<file path="config.mk">
export PLATFORM = sky130hd
export DESIGN_NAME = rrpc_front
export DESIGN_NICKNAME = d
export VERILOG_FILES = /design/src/design/rrpc_pkg.sv /design/src/design/rrpc_front.sv
export SDC_FILE = /design/constraint.sdc
export NUM_CORES = 1
export LEC_CHECK = 0
export ABC_AREA = 1
export BUFFER_PORTS_ARGS = -buffer_cell sky130_fd_sc_hd__buf_2
export CAP_MARGIN = 20
export CORE_MARGIN = 2
export CORE_UTILIZATION = 49
export CTS_BUF_LIST = sky130_fd_sc_hd__clkbuf_16
export DETAILED_ROUTE_END_ITERATION = 12
export GPL_TIMING_DRIVEN = 0
export PLACE_DENSITY = 0.88
export SLEW_MARGIN = 20
export SYNTH_ARGS = -nofsm -noshare
export SYNTH_HDL_FRONTEND = slang
export SYNTH_SLANG_ARGS = --single-unit
</file>
<file path="constraint.sdc">
create_clock -name clk_i -period 2.78 [get_ports clk_i]
set_clock_uncertainty 0.2 [all_clocks]
set_input_delay 0.139 -clock clk_i [delete_from_list [all_inputs] [get_ports clk_i]]
set_output_delay 0.139 -clock clk_i [all_outputs]
set_load 0.01 [all_outputs]
</file>
<file path="src/design/rrpc_pkg.sv">
// Shared types and constants for the rounded-rectangle pixel coverage block.
// No dependencies.
package rrpc_pkg;

  localparam int SurfaceDim = 4096;
  localparam int PixW       = 12;
  localparam int CoordW     = 16;
  localparam int RadW       = 14;
  localparam int ColorW     = 32;
  localparam int CfgIdxW    = 3;

  localparam logic [CfgIdxW-1:0] RegLeft   = 3'd0;
  localparam logic [CfgIdxW-1:0] RegTop    = 3'd1;
  localparam logic [CfgIdxW-1:0] RegWidth  = 3'd2;
  localparam logic [CfgIdxW-1:0] RegHeight = 3'd3;
  localparam logic [CfgIdxW-1:0] RegRadius = 3'd4;
  localparam logic [CfgIdxW-1:0] RegMode   = 3'd5;
  localparam logic [CfgIdxW-1:0] RegColorA = 3'd6;
  localparam logic [CfgIdxW-1:0] RegColorB = 3'd7;

  // Classified job handed from front to back.
  typedef struct packed {
    logic                     in_rect;  // pixel lies in the rectangle bounds
    logic signed [17:0]       rx;
    logic signed [17:0]       ry;
  } job_t;

endpackage

</file>
<file path="src/design/rrpc_front.sv">
// Front end: accepts pixel beats, computes offsets and bounds checks, pushes jobs
// into a two-entry queue. Depends on rrpc_pkg.
module rrpc_front (
  input  logic                               clk_i,
  input  logic                               rst_ni,
  input  logic                               in_valid_i,
  output logic                               in_stall_o,
  input  logic [rrpc_pkg::PixW-1:0]          pixel_x_i,
  input  logic [rrpc_pkg::PixW-1:0]          pixel_y_i,
  input  logic signed [rrpc_pkg::CoordW-1:0] left_i,
  input  logic signed [rrpc_pkg::CoordW-1:0] top_i,
  input  logic signed [rrpc_pkg::CoordW-1:0] width_i,
  input  logic signed [rrpc_pkg::CoordW-1:0] height_i,
  output logic                               job_valid_o,
  input  logic                               job_pop_i,
  output rrpc_pkg::job_t                     job_o
);

  rrpc_pkg::job_t   q_mem [2];
  logic             wr_ptr_q, rd_ptr_q;
  logic [1:0]       cnt_q;
  rrpc_pkg::job_t   job_new;
  logic             push;

  always_comb begin
    job_new.rx = 18'(signed'({1'b0, pixel_x_i})) - 18'(left_i);
    job_new.ry = 18'(signed'({1'b0, pixel_y_i})) - 18'(top_i);
    job_new.in_rect = (width_i > 0) && (height_i > 0) &&
                      (job_new.rx >= 0) && (job_new.rx < 18'(width_i)) &&
                      (job_new.ry >= 0) && (job_new.ry < 18'(height_i));
  end

  assign in_stall_o  = (cnt_q == 2'd2);
  assign push        = in_valid_i && !in_stall_o;
  assign job_valid_o = (cnt_q != 2'd0);
  assign job_o       = q_mem[rd_ptr_q];

  always_ff @(posedge clk_i) begin
    if (push) q_mem[wr_ptr_q] <= job_new;
  end

  always_ff @(posedge clk_i or negedge rst_ni) begin
    if (!rst_ni) begin
      wr_ptr_q <= 1'b0;
      rd_ptr_q <= 1'b0;
      cnt_q    <= 2'd0;
    end else begin
      if (push) wr_ptr_q <= ~wr_ptr_q;
      if (job_pop_i) rd_ptr_q <= ~rd_ptr_q;
      cnt_q <= cnt_q + 2'(push) - 2'(job_pop_i);
    end
  end

endmodule

</file>
Word level (Yosys, flattened, before mapping):

Memories as Yosys holds them, arrays and structs flattened.
Cells that the tools add are included.

* register bits: 4
* latch bits: 0
* memories kept: 1
* logic and storage cells: 27
* ROM bits: 0
* bits in writable memories: 74
* output and inout port bits: 39

Memories
* q_mem: words 2, width 37, rd ports 1, clocked after Yosys merged registers in 0, wr ports 1, RTL line rrpc_front.sv:19 `rrpc_pkg::job_t q_mem [2];`

* order comparisons: 6
* $add $sub $neg: 4
* eq/ne operators: 1
* multipliers: 0
* div/mod/pow operators: 0
* reduce and logical (&&, ||, !) cells: 8
* bitwise operators: 2
* multiplexer cells: 2
* shift operators: 0

Operators by type and width (number)
* >= comparator 17 x 1 -> 1 bit (second input constant): 2
* less-than comparator 17 x 16 -> 1 bit: 2
* subtractor 13 x 16 -> 17 bit: 2
* > comparator 16 x 1 -> 1 bit (second input constant): 2
* logical AND 1 bit: 6
* adder 2 x 1 -> 2 bit: 1
* == test 2 bit (second input constant): 1
* two-way mux 1 bit: 2
* inverter 1 bit: 2
* nonzero test 2 bit: 1
* subtractor 2 x 1 -> 2 bit: 1
* logical NOT 1 bit: 1

Depth between registers and ports, before layout:

Gate-level depths: netlist of the first run.

* depth after elaboration: 6
* gate-level depth with buffers: 22

Least setup slack after synthesis of the first run:

Ideal clock, no wire load.

* path kind: input to register
* from: input port pixel_x_i[0] (netlist name)
* to: memory q_mem[0][36] (netlist name), data pin
* stages: 21
* library setup time: 0.253 ns
* data arrival time: 2.388 ns
* slack: -0.062 ns
* path through: inv_1 -> ha_1 -> fa_1 -> o21ai_2 -> nand3_1 -> nand2_2 -> inv_2 -> o21bai_4 -> nand2_2 -> xor2_1 -> inv_1 -> ha_1 -> nand2_1 -> nor2_1 -> nand2_1 -> nor2_1 -> nand2_1 -> nand3_1 -> nand2_1 -> nand4_1 -> nor2_1

RTL lines
* start, declared: RTL line rrpc_front.sv:8 `input logic [rrpc_pkg::PixW-1:0] pixel_x_i,`
* end, declared: RTL line rrpc_front.sv:19

==> results.md, run 1 <==
- Status: finished, violations left
- FF+latch count, synth: 74
- Power Density: 697 nW/um^2
- Largest net degree at the start of global routing: 27
- Hold WS: -0.440 ps
- Final min period: 2810 ps
- Layout area overhead: 32.3%
- Critical Path Fanout Max: 3
- FFs w/ async S/R, synth: 0.0541
- Total congestion overflow: 0
- FMAX: 0.356 GHz
- H-tree Lvls: 3
- Total GRT Usage: 0.205
- Top-area cell type share of the netlist area: 0.405
- Routed vias: 4376
- Antenna-violating nets left: 0
- Min setup slack post-route: -32.0 ps
- Area of the die: 11400 sq um
- Die X: 107 um
- Ys Warns: 0
- Comb pwr share: 0.429
- Detailed Place HPWL: 9.14 mm
- Site Rows: 37
- CTS tree: yes
- Ranking of synthesized cells by area: edfxtp_1 (40%), ha_1 (14%), mux2_2 (7.6%)
- Cell count after synthesis: 551
- Antenna diodes: 0
- Fin nets: 870
- Clk root buf: clkbuf_16
- Vias in the first global route: 4076
- TritonCTS Buffers: 9
- Actual slew at the worst max-slew pin: 864 ps
- Slew Limit Fails: 0
- Commonest cells post-synth: inv_1 (103), nand2_1 (94), edfxtp_1 (70)
- P_int: 0.00312 W
- Clock share of power: 0.224
- Yosys top cell by area: edfxtp_1
- Area after DPL: 6070 sq um
- Lkg Pwr: 3.31 nW
- Initial Util: 0.503
- Fin. Hold Viols: 1
- Sw Ratio: 0.349
- CTS Buffer Depth: 2
- Vias per inst: 5.09
- Initial antenna violation count: 0
- Failing checks: negative hold slack, negative setup slack
- Final setup vio count: 2
- IR drop worst, VDD: 0.000477 V
- # IOs: 131
- RSZ-0062 raised after global routing: true
- Post-synth EDFFs: 70
- CP Launch Type: primary input
- First-pass GRT wire length: 18.3 mm
- DR pass1 iterations: 5
- DR DRC count: 0
- Final Non-Filler Cells: 859
- Critical Path RT: 2650 ps
- Critical Path End Type: register
- TNS Setup: -59.5 ps
- Placer Congestion: 0.919
- Final Cycle Share: 1.01
- Core area: 10300 sq um
- Relative slew slack: 0.418
- Port Buf Inserts: 130
- Clock-pin slew on the worst setup and hold paths: 60 ps
- Syn Area/Cell: 9.42 sq um
- Die Span Y: 107 um
- Routed wire length: 12.5 mm
- Clk_lat worst skew: 330 ps
- WP data arrival: 2690 ps
- Hold Path Class: primary input to register
- 1st-iter DRT viols: 285
- Design area: 6870 sq um
- Syn_nets: 703
- Max_cap viols: 0
- Count of cell types in the netlist: 38
- Share of post-route cells with drive strength above 1: 0.383
- Placed Cells: 819
- Most instantiated library cell after synthesis: inv_1
- Crit Path Class: primary input to register
- Top_reg_cell synth: edfxtp_1
- Num Clock Sinks: 74
- Sequential share of the synthesized area: 0.424
- Post-Syn Area: 5190 sq um
- DR WL/cell: 14.6 um
- Reg power frac: 0.347
- Switch Pwr: 0.00167 W
## layer usage
metal	routed length [um]	up-vias	global-route usage
met3	498	25	0.0213
met5	0	-	0
met4	260	0	0.0686
li1	-	2166	-
met2	6400	127	0.362
met1	5370	2058	0.263
## state kept, by name, summed over array words and instances, names as in the netlist
name / count
q_mem: 70
cnt_q: 2
rd_ptr_q: 1
wr_ptr_q: 1
## path summary, 6_finish.rpt
path	slack [ps]	start	to	cells past startpoint
worst min register to register	350	cnt_q[0]$_DFF_PN0_	cnt_q[0]$_DFF_PN0_	1
worst max register to register	550	cnt_q[0]$_DFF_PN0_	cnt_q[1]$_DFF_PN0_	6
worst min-delay path	-0.4	left_i[15]	q_mem[0][33]$_DFFE_PP_	2
min in group asynchronous	500	rst_ni	cnt_q[1]$_DFF_PN0_	3
max in group asynchronous	1700	rst_ni	cnt_q[0]$_DFF_PN0_	3
worst max-delay path	-30	pixel_y_i[0]	q_mem[1][36]$_DFFE_PP_	22
## what timing repair did
| item | 4_1_cts | 5_1_grt |
|---|---|---|
| resized for setup | 11 | 55 |
| hold endpoints to repair | 7 | 0 |
| hold buffers | 4 | 0 |
| setup buffers | 9 | 11 |
| pin swaps | 6 | 31 |
| setup endpoints to repair | 2 | 4 |
## critical path: stages
cell and delay, ps:
buf_2 90, inv_1 50, ha_2 170, inv_2 50, fa_2 410, nand3_2 110, nand2_4 70, nand3_2 80
nand2_4 70, a21oi_4 150, buf_6 130, xor2_4 70, ha_4 280, nand2_1 50, inv_1 100, nand3_2 80
nor2_2 130, nand4_1 150, nand3_1 110, nand2_1 60, nand2_2 80, nor2_4 50
## cell families (layout without fill, tap and decap cells)
logic type / count (synthesis) / in the layout / share of synthesized area
buffers and inverters: 110 / 282 / 0.0819
AO/OA/AOI/OAI: 63 / 63 / 0.0752
adder cells (fa/ha/maj): 60 / 60 / 0.147
multiplexers: 35 / 35 / 0.0759
XOR/XNOR: 29 / 29 / 0.0489
flip-flops: 74 / 74 / 0.424
AND/OR/NAND/NOR: 180 / 180 / 0.147
## cell usage in the layout, fill, tap and decap left out, types with 8 or more instances in the layout
master and count:
inv_1 99, edfxtp_1 70, xnor2_1 8, mux2_2 35, buf_4 20, a21oi_2 9
ha_1 50, nand3_1 17, nor2_1 36, nand2_1 87, a21oi_1 20, clkbuf_16 9
xor2_1 14, buf_2 132
## cell type report
cell class	instances	area, sq um
fill	782	3450
multi-input combinational	367	2890
sequential	74	2200
timing repair buffer	156	901
inverter	104	393
clock buffer	9	225
tap	136	170
clock inverter	7	53.8
buffer	6	35.0
## power by group through the flow
stage	sequential, W	clock (W)	combinational [W]
3_3_place_gp	0.00169	0	0.00177
5_1_grt	0.00169	0.00114	0.00225
2_1_floorplan	0.00167	0	0.00121
3_5_place_dp	0.00169	0	0.00187
6_report	0.00166	0.00107	0.00205
4_1_cts	0.00166	0.00108	0.00192
## stage by stage
step                setup WS [ps]  hold slack, ps   util  total power, W
finish                      -32.0          -0.440  0.665         0.00479
global route                 -163            13.3  0.665         0.00508
CTS                          2.39            4.00  0.630         0.00467
detailed placement           -547            -249  0.588         0.00356
global placement             -830            -251  0.583         0.00346
floorplan                    5.02            -357      -         0.00288
(Power assumes the default switching activity.)
==> run 2: changes to the inputs <==
- CORE_UTILIZATION: 49 -> 50
- HOLD_SLACK_MARGIN: unset -> 0.02
- PLACE_DENSITY: 0.88 -> 0.87
- clock period: 2.78 -> 3.5 ns (I/O delays scaled with it)
==> results.md, run 2 (synthesized netlist as in run 1, its figures left out) <==
- Met3 GRT Util: 0.0313
- Final setup vio count: 0
- Die X: 106 um
- Initial Util: 0.510
- Commonest non-fill, non-tap cell in the layout: buf_2
- Actual slew at the worst max-slew pin: 932 ps
- Met2 usage: 0.396
- Status: completed
- Placer Congestion: 0.911
- Critical Path End Type: register
- Initial antenna violation count: 1
- DR DRC count: 0
- Dpl ws: 112 ps
- Power Density: 571 nW/um^2
- Fin nets: 849
- Fin. Hold Viols: 0
- Clk_lat worst skew: 330 ps
- Final Cycle Share: 0.884
- Largest Register: q_mem
- Core area: 10200 sq um
- # Post-CTS Setup Buffers: 0
- Largest net degree at the start of global routing: 21
- Final min period: 3090 ps
- Relative slew slack: 0.372
- Placed Cells: 819
- Post-CTS sizing: 0
- FMAX: 0.323 GHz
- Critical Path RT: 3470 ps
- Port Buf Inserts: 130
- Max_cap viols: 0
- CTS tree: yes
- Clock-pin slew on the worst setup and hold paths: 60 ps
- Area of the die: 11200 sq um
- Vias per inst: 5.06
- Layout area overhead: 22.8%
- IR drop worst, VDD: 0.000331 V
- Site Rows: 37
- Routed vias: 4247
- Hold WS: 39.2 ps
- Die Span Y: 106 um
- Commonest cells after routing, fill and taps aside: buf_2 (134), inv_1 (103), nand2_1 (94)
- Routed wire length: 11.9 mm
- Share of post-route cells with drive strength above 1: 0.293
- Num Clock Sinks: 74
- 1st-iter DRT viols: 240
- Total congestion overflow: 0
- Max reg flops: 70
- Area after DPL: 6080 sq um
- Design area: 6380 sq um
- GR Util met1: 0.268
- Gr busiest metal: met2
- Top flop regs: q_mem: 70 flops, cnt_q: 2 flops
- H-tree Lvls: 3
- Total GRT Usage: 0.221
- DR WL/cell: 14.2 um
- Critical Path Fanout Max: 3
- Vias in the first global route: 4318
- CTS Buffer Depth: 2
- Clk root buf: clkbuf_16
- CP Launch Type: primary input
- DR pass1 iterations: 4
- Hold Path Class: primary input to register
- WP data arrival: 3060 ps
- Crit Path Class: primary input to register
- Final Non-Filler Cells: 839
- Fillcell total: 832
- Min setup slack post-route: 407 ps
- Slew Limit Fails: 0
- First-pass GRT wire length: 19.6 mm
- Detailed Place HPWL: 9.77 mm
- Antenna-violating nets left: 0
- # IOs: 131
- Lkg Pwr: 3.17 nW
- TritonCTS Buffers: 9
- RSZ-0062 raised after global routing: false
==> run 2: path summary, 6_finish.rpt <==
kind                                     from                     end  slack (ps)  depth (start not counted)
min                                left_i[15]  q_mem[1][33]$_DFFE_PP_          40                          2
max in group asynchronous              rst_ni    rd_ptr_q$_DFFE_PN0P_        2380                          3
min reg2reg                cnt_q[0]$_DFF_PN0_      cnt_q[0]$_DFF_PN0_         350                          1
max                              pixel_y_i[0]  q_mem[0][36]$_DFFE_PP_         410                         21
max reg2reg                cnt_q[0]$_DFF_PN0_      cnt_q[1]$_DFF_PN0_        1190                          6
min in group asynchronous              rst_ni    wr_ptr_q$_DFFE_PN0P_         540                          3
==> run 2: metal layers <==
layer,wire length [um],share of wire,vias up
li1,-,-,2126
met1,4880,0.41,1967
met2,6130,0.51,133
met3,632,0.053,21
met4,274,0.023,0
met5,0,0,-
==> run 2: timing repair <==
action / in CTS / in global routing
endpoints found under the hold margin: 5 / 0
hold buffers: 3 / 0
setup endpoints to repair: 0 / 0
==> run 2: worst max-delay path: stages <==
cell,delay (ps)
buf_2,100
inv_1,40
ha_1,130
inv_1,60
fa_1,410
nand3_1,110
nand2_1,110
a21oi_1,240
nor2_1,80
o21ai_1,170
xnor2_1,220
ha_1,320
nand2_1,80
inv_1,40
o21ai_0,170
a21oi_1,90
nor2_1,140
nand3_1,90
nand2_1,60
nand2_1,50
nor2_1,160
==> run 2: metrics by stage <==
| stage | power (W) | util | TNS [ps] |
|---|---|---|---|
| after floorplan | 0.00229 | - | 0 |
| after global placement | 0.00273 | 0.590 | -3200 |
| after detailed placement | 0.00285 | 0.597 | 0 |
| after CTS | 0.00367 | 0.626 | 0 |
| after global routing | 0.00386 | 0.626 | 0 |
| final | 0.00364 | 0.626 | 0 |
==> run 2: layout make-up <==
| class | count | area (sq um) | share of cell area |
|---|---|---|---|
| inverters | 104 | 390 | 0.0612 |
| clock buffers | 9 | 225 | 0.0353 |
| repair buffers | 135 | 736 | 0.115 |
| well taps | 136 | 170 | 0.0267 |
| diodes | 1 | 2.50 | 0.000392 |
| multi-input cells | 367 | 2580 | 0.405 |
| plain buffers | 6 | 35.0 | 0.00549 |
| flip-flops and latches | 74 | 2200 | 0.345 |
| clock inverters | 7 | 36.3 | 0.00569 |
==> run 2: where the power goes <==
group | internal [W] | total (W) | switching [W]
clock network | 0.000469 | 0.000806 | 0.000337
registers | 0.00127 | 0.00133 | 0.0000572
logic | 0.000661 | 0.00151 | 0.000847
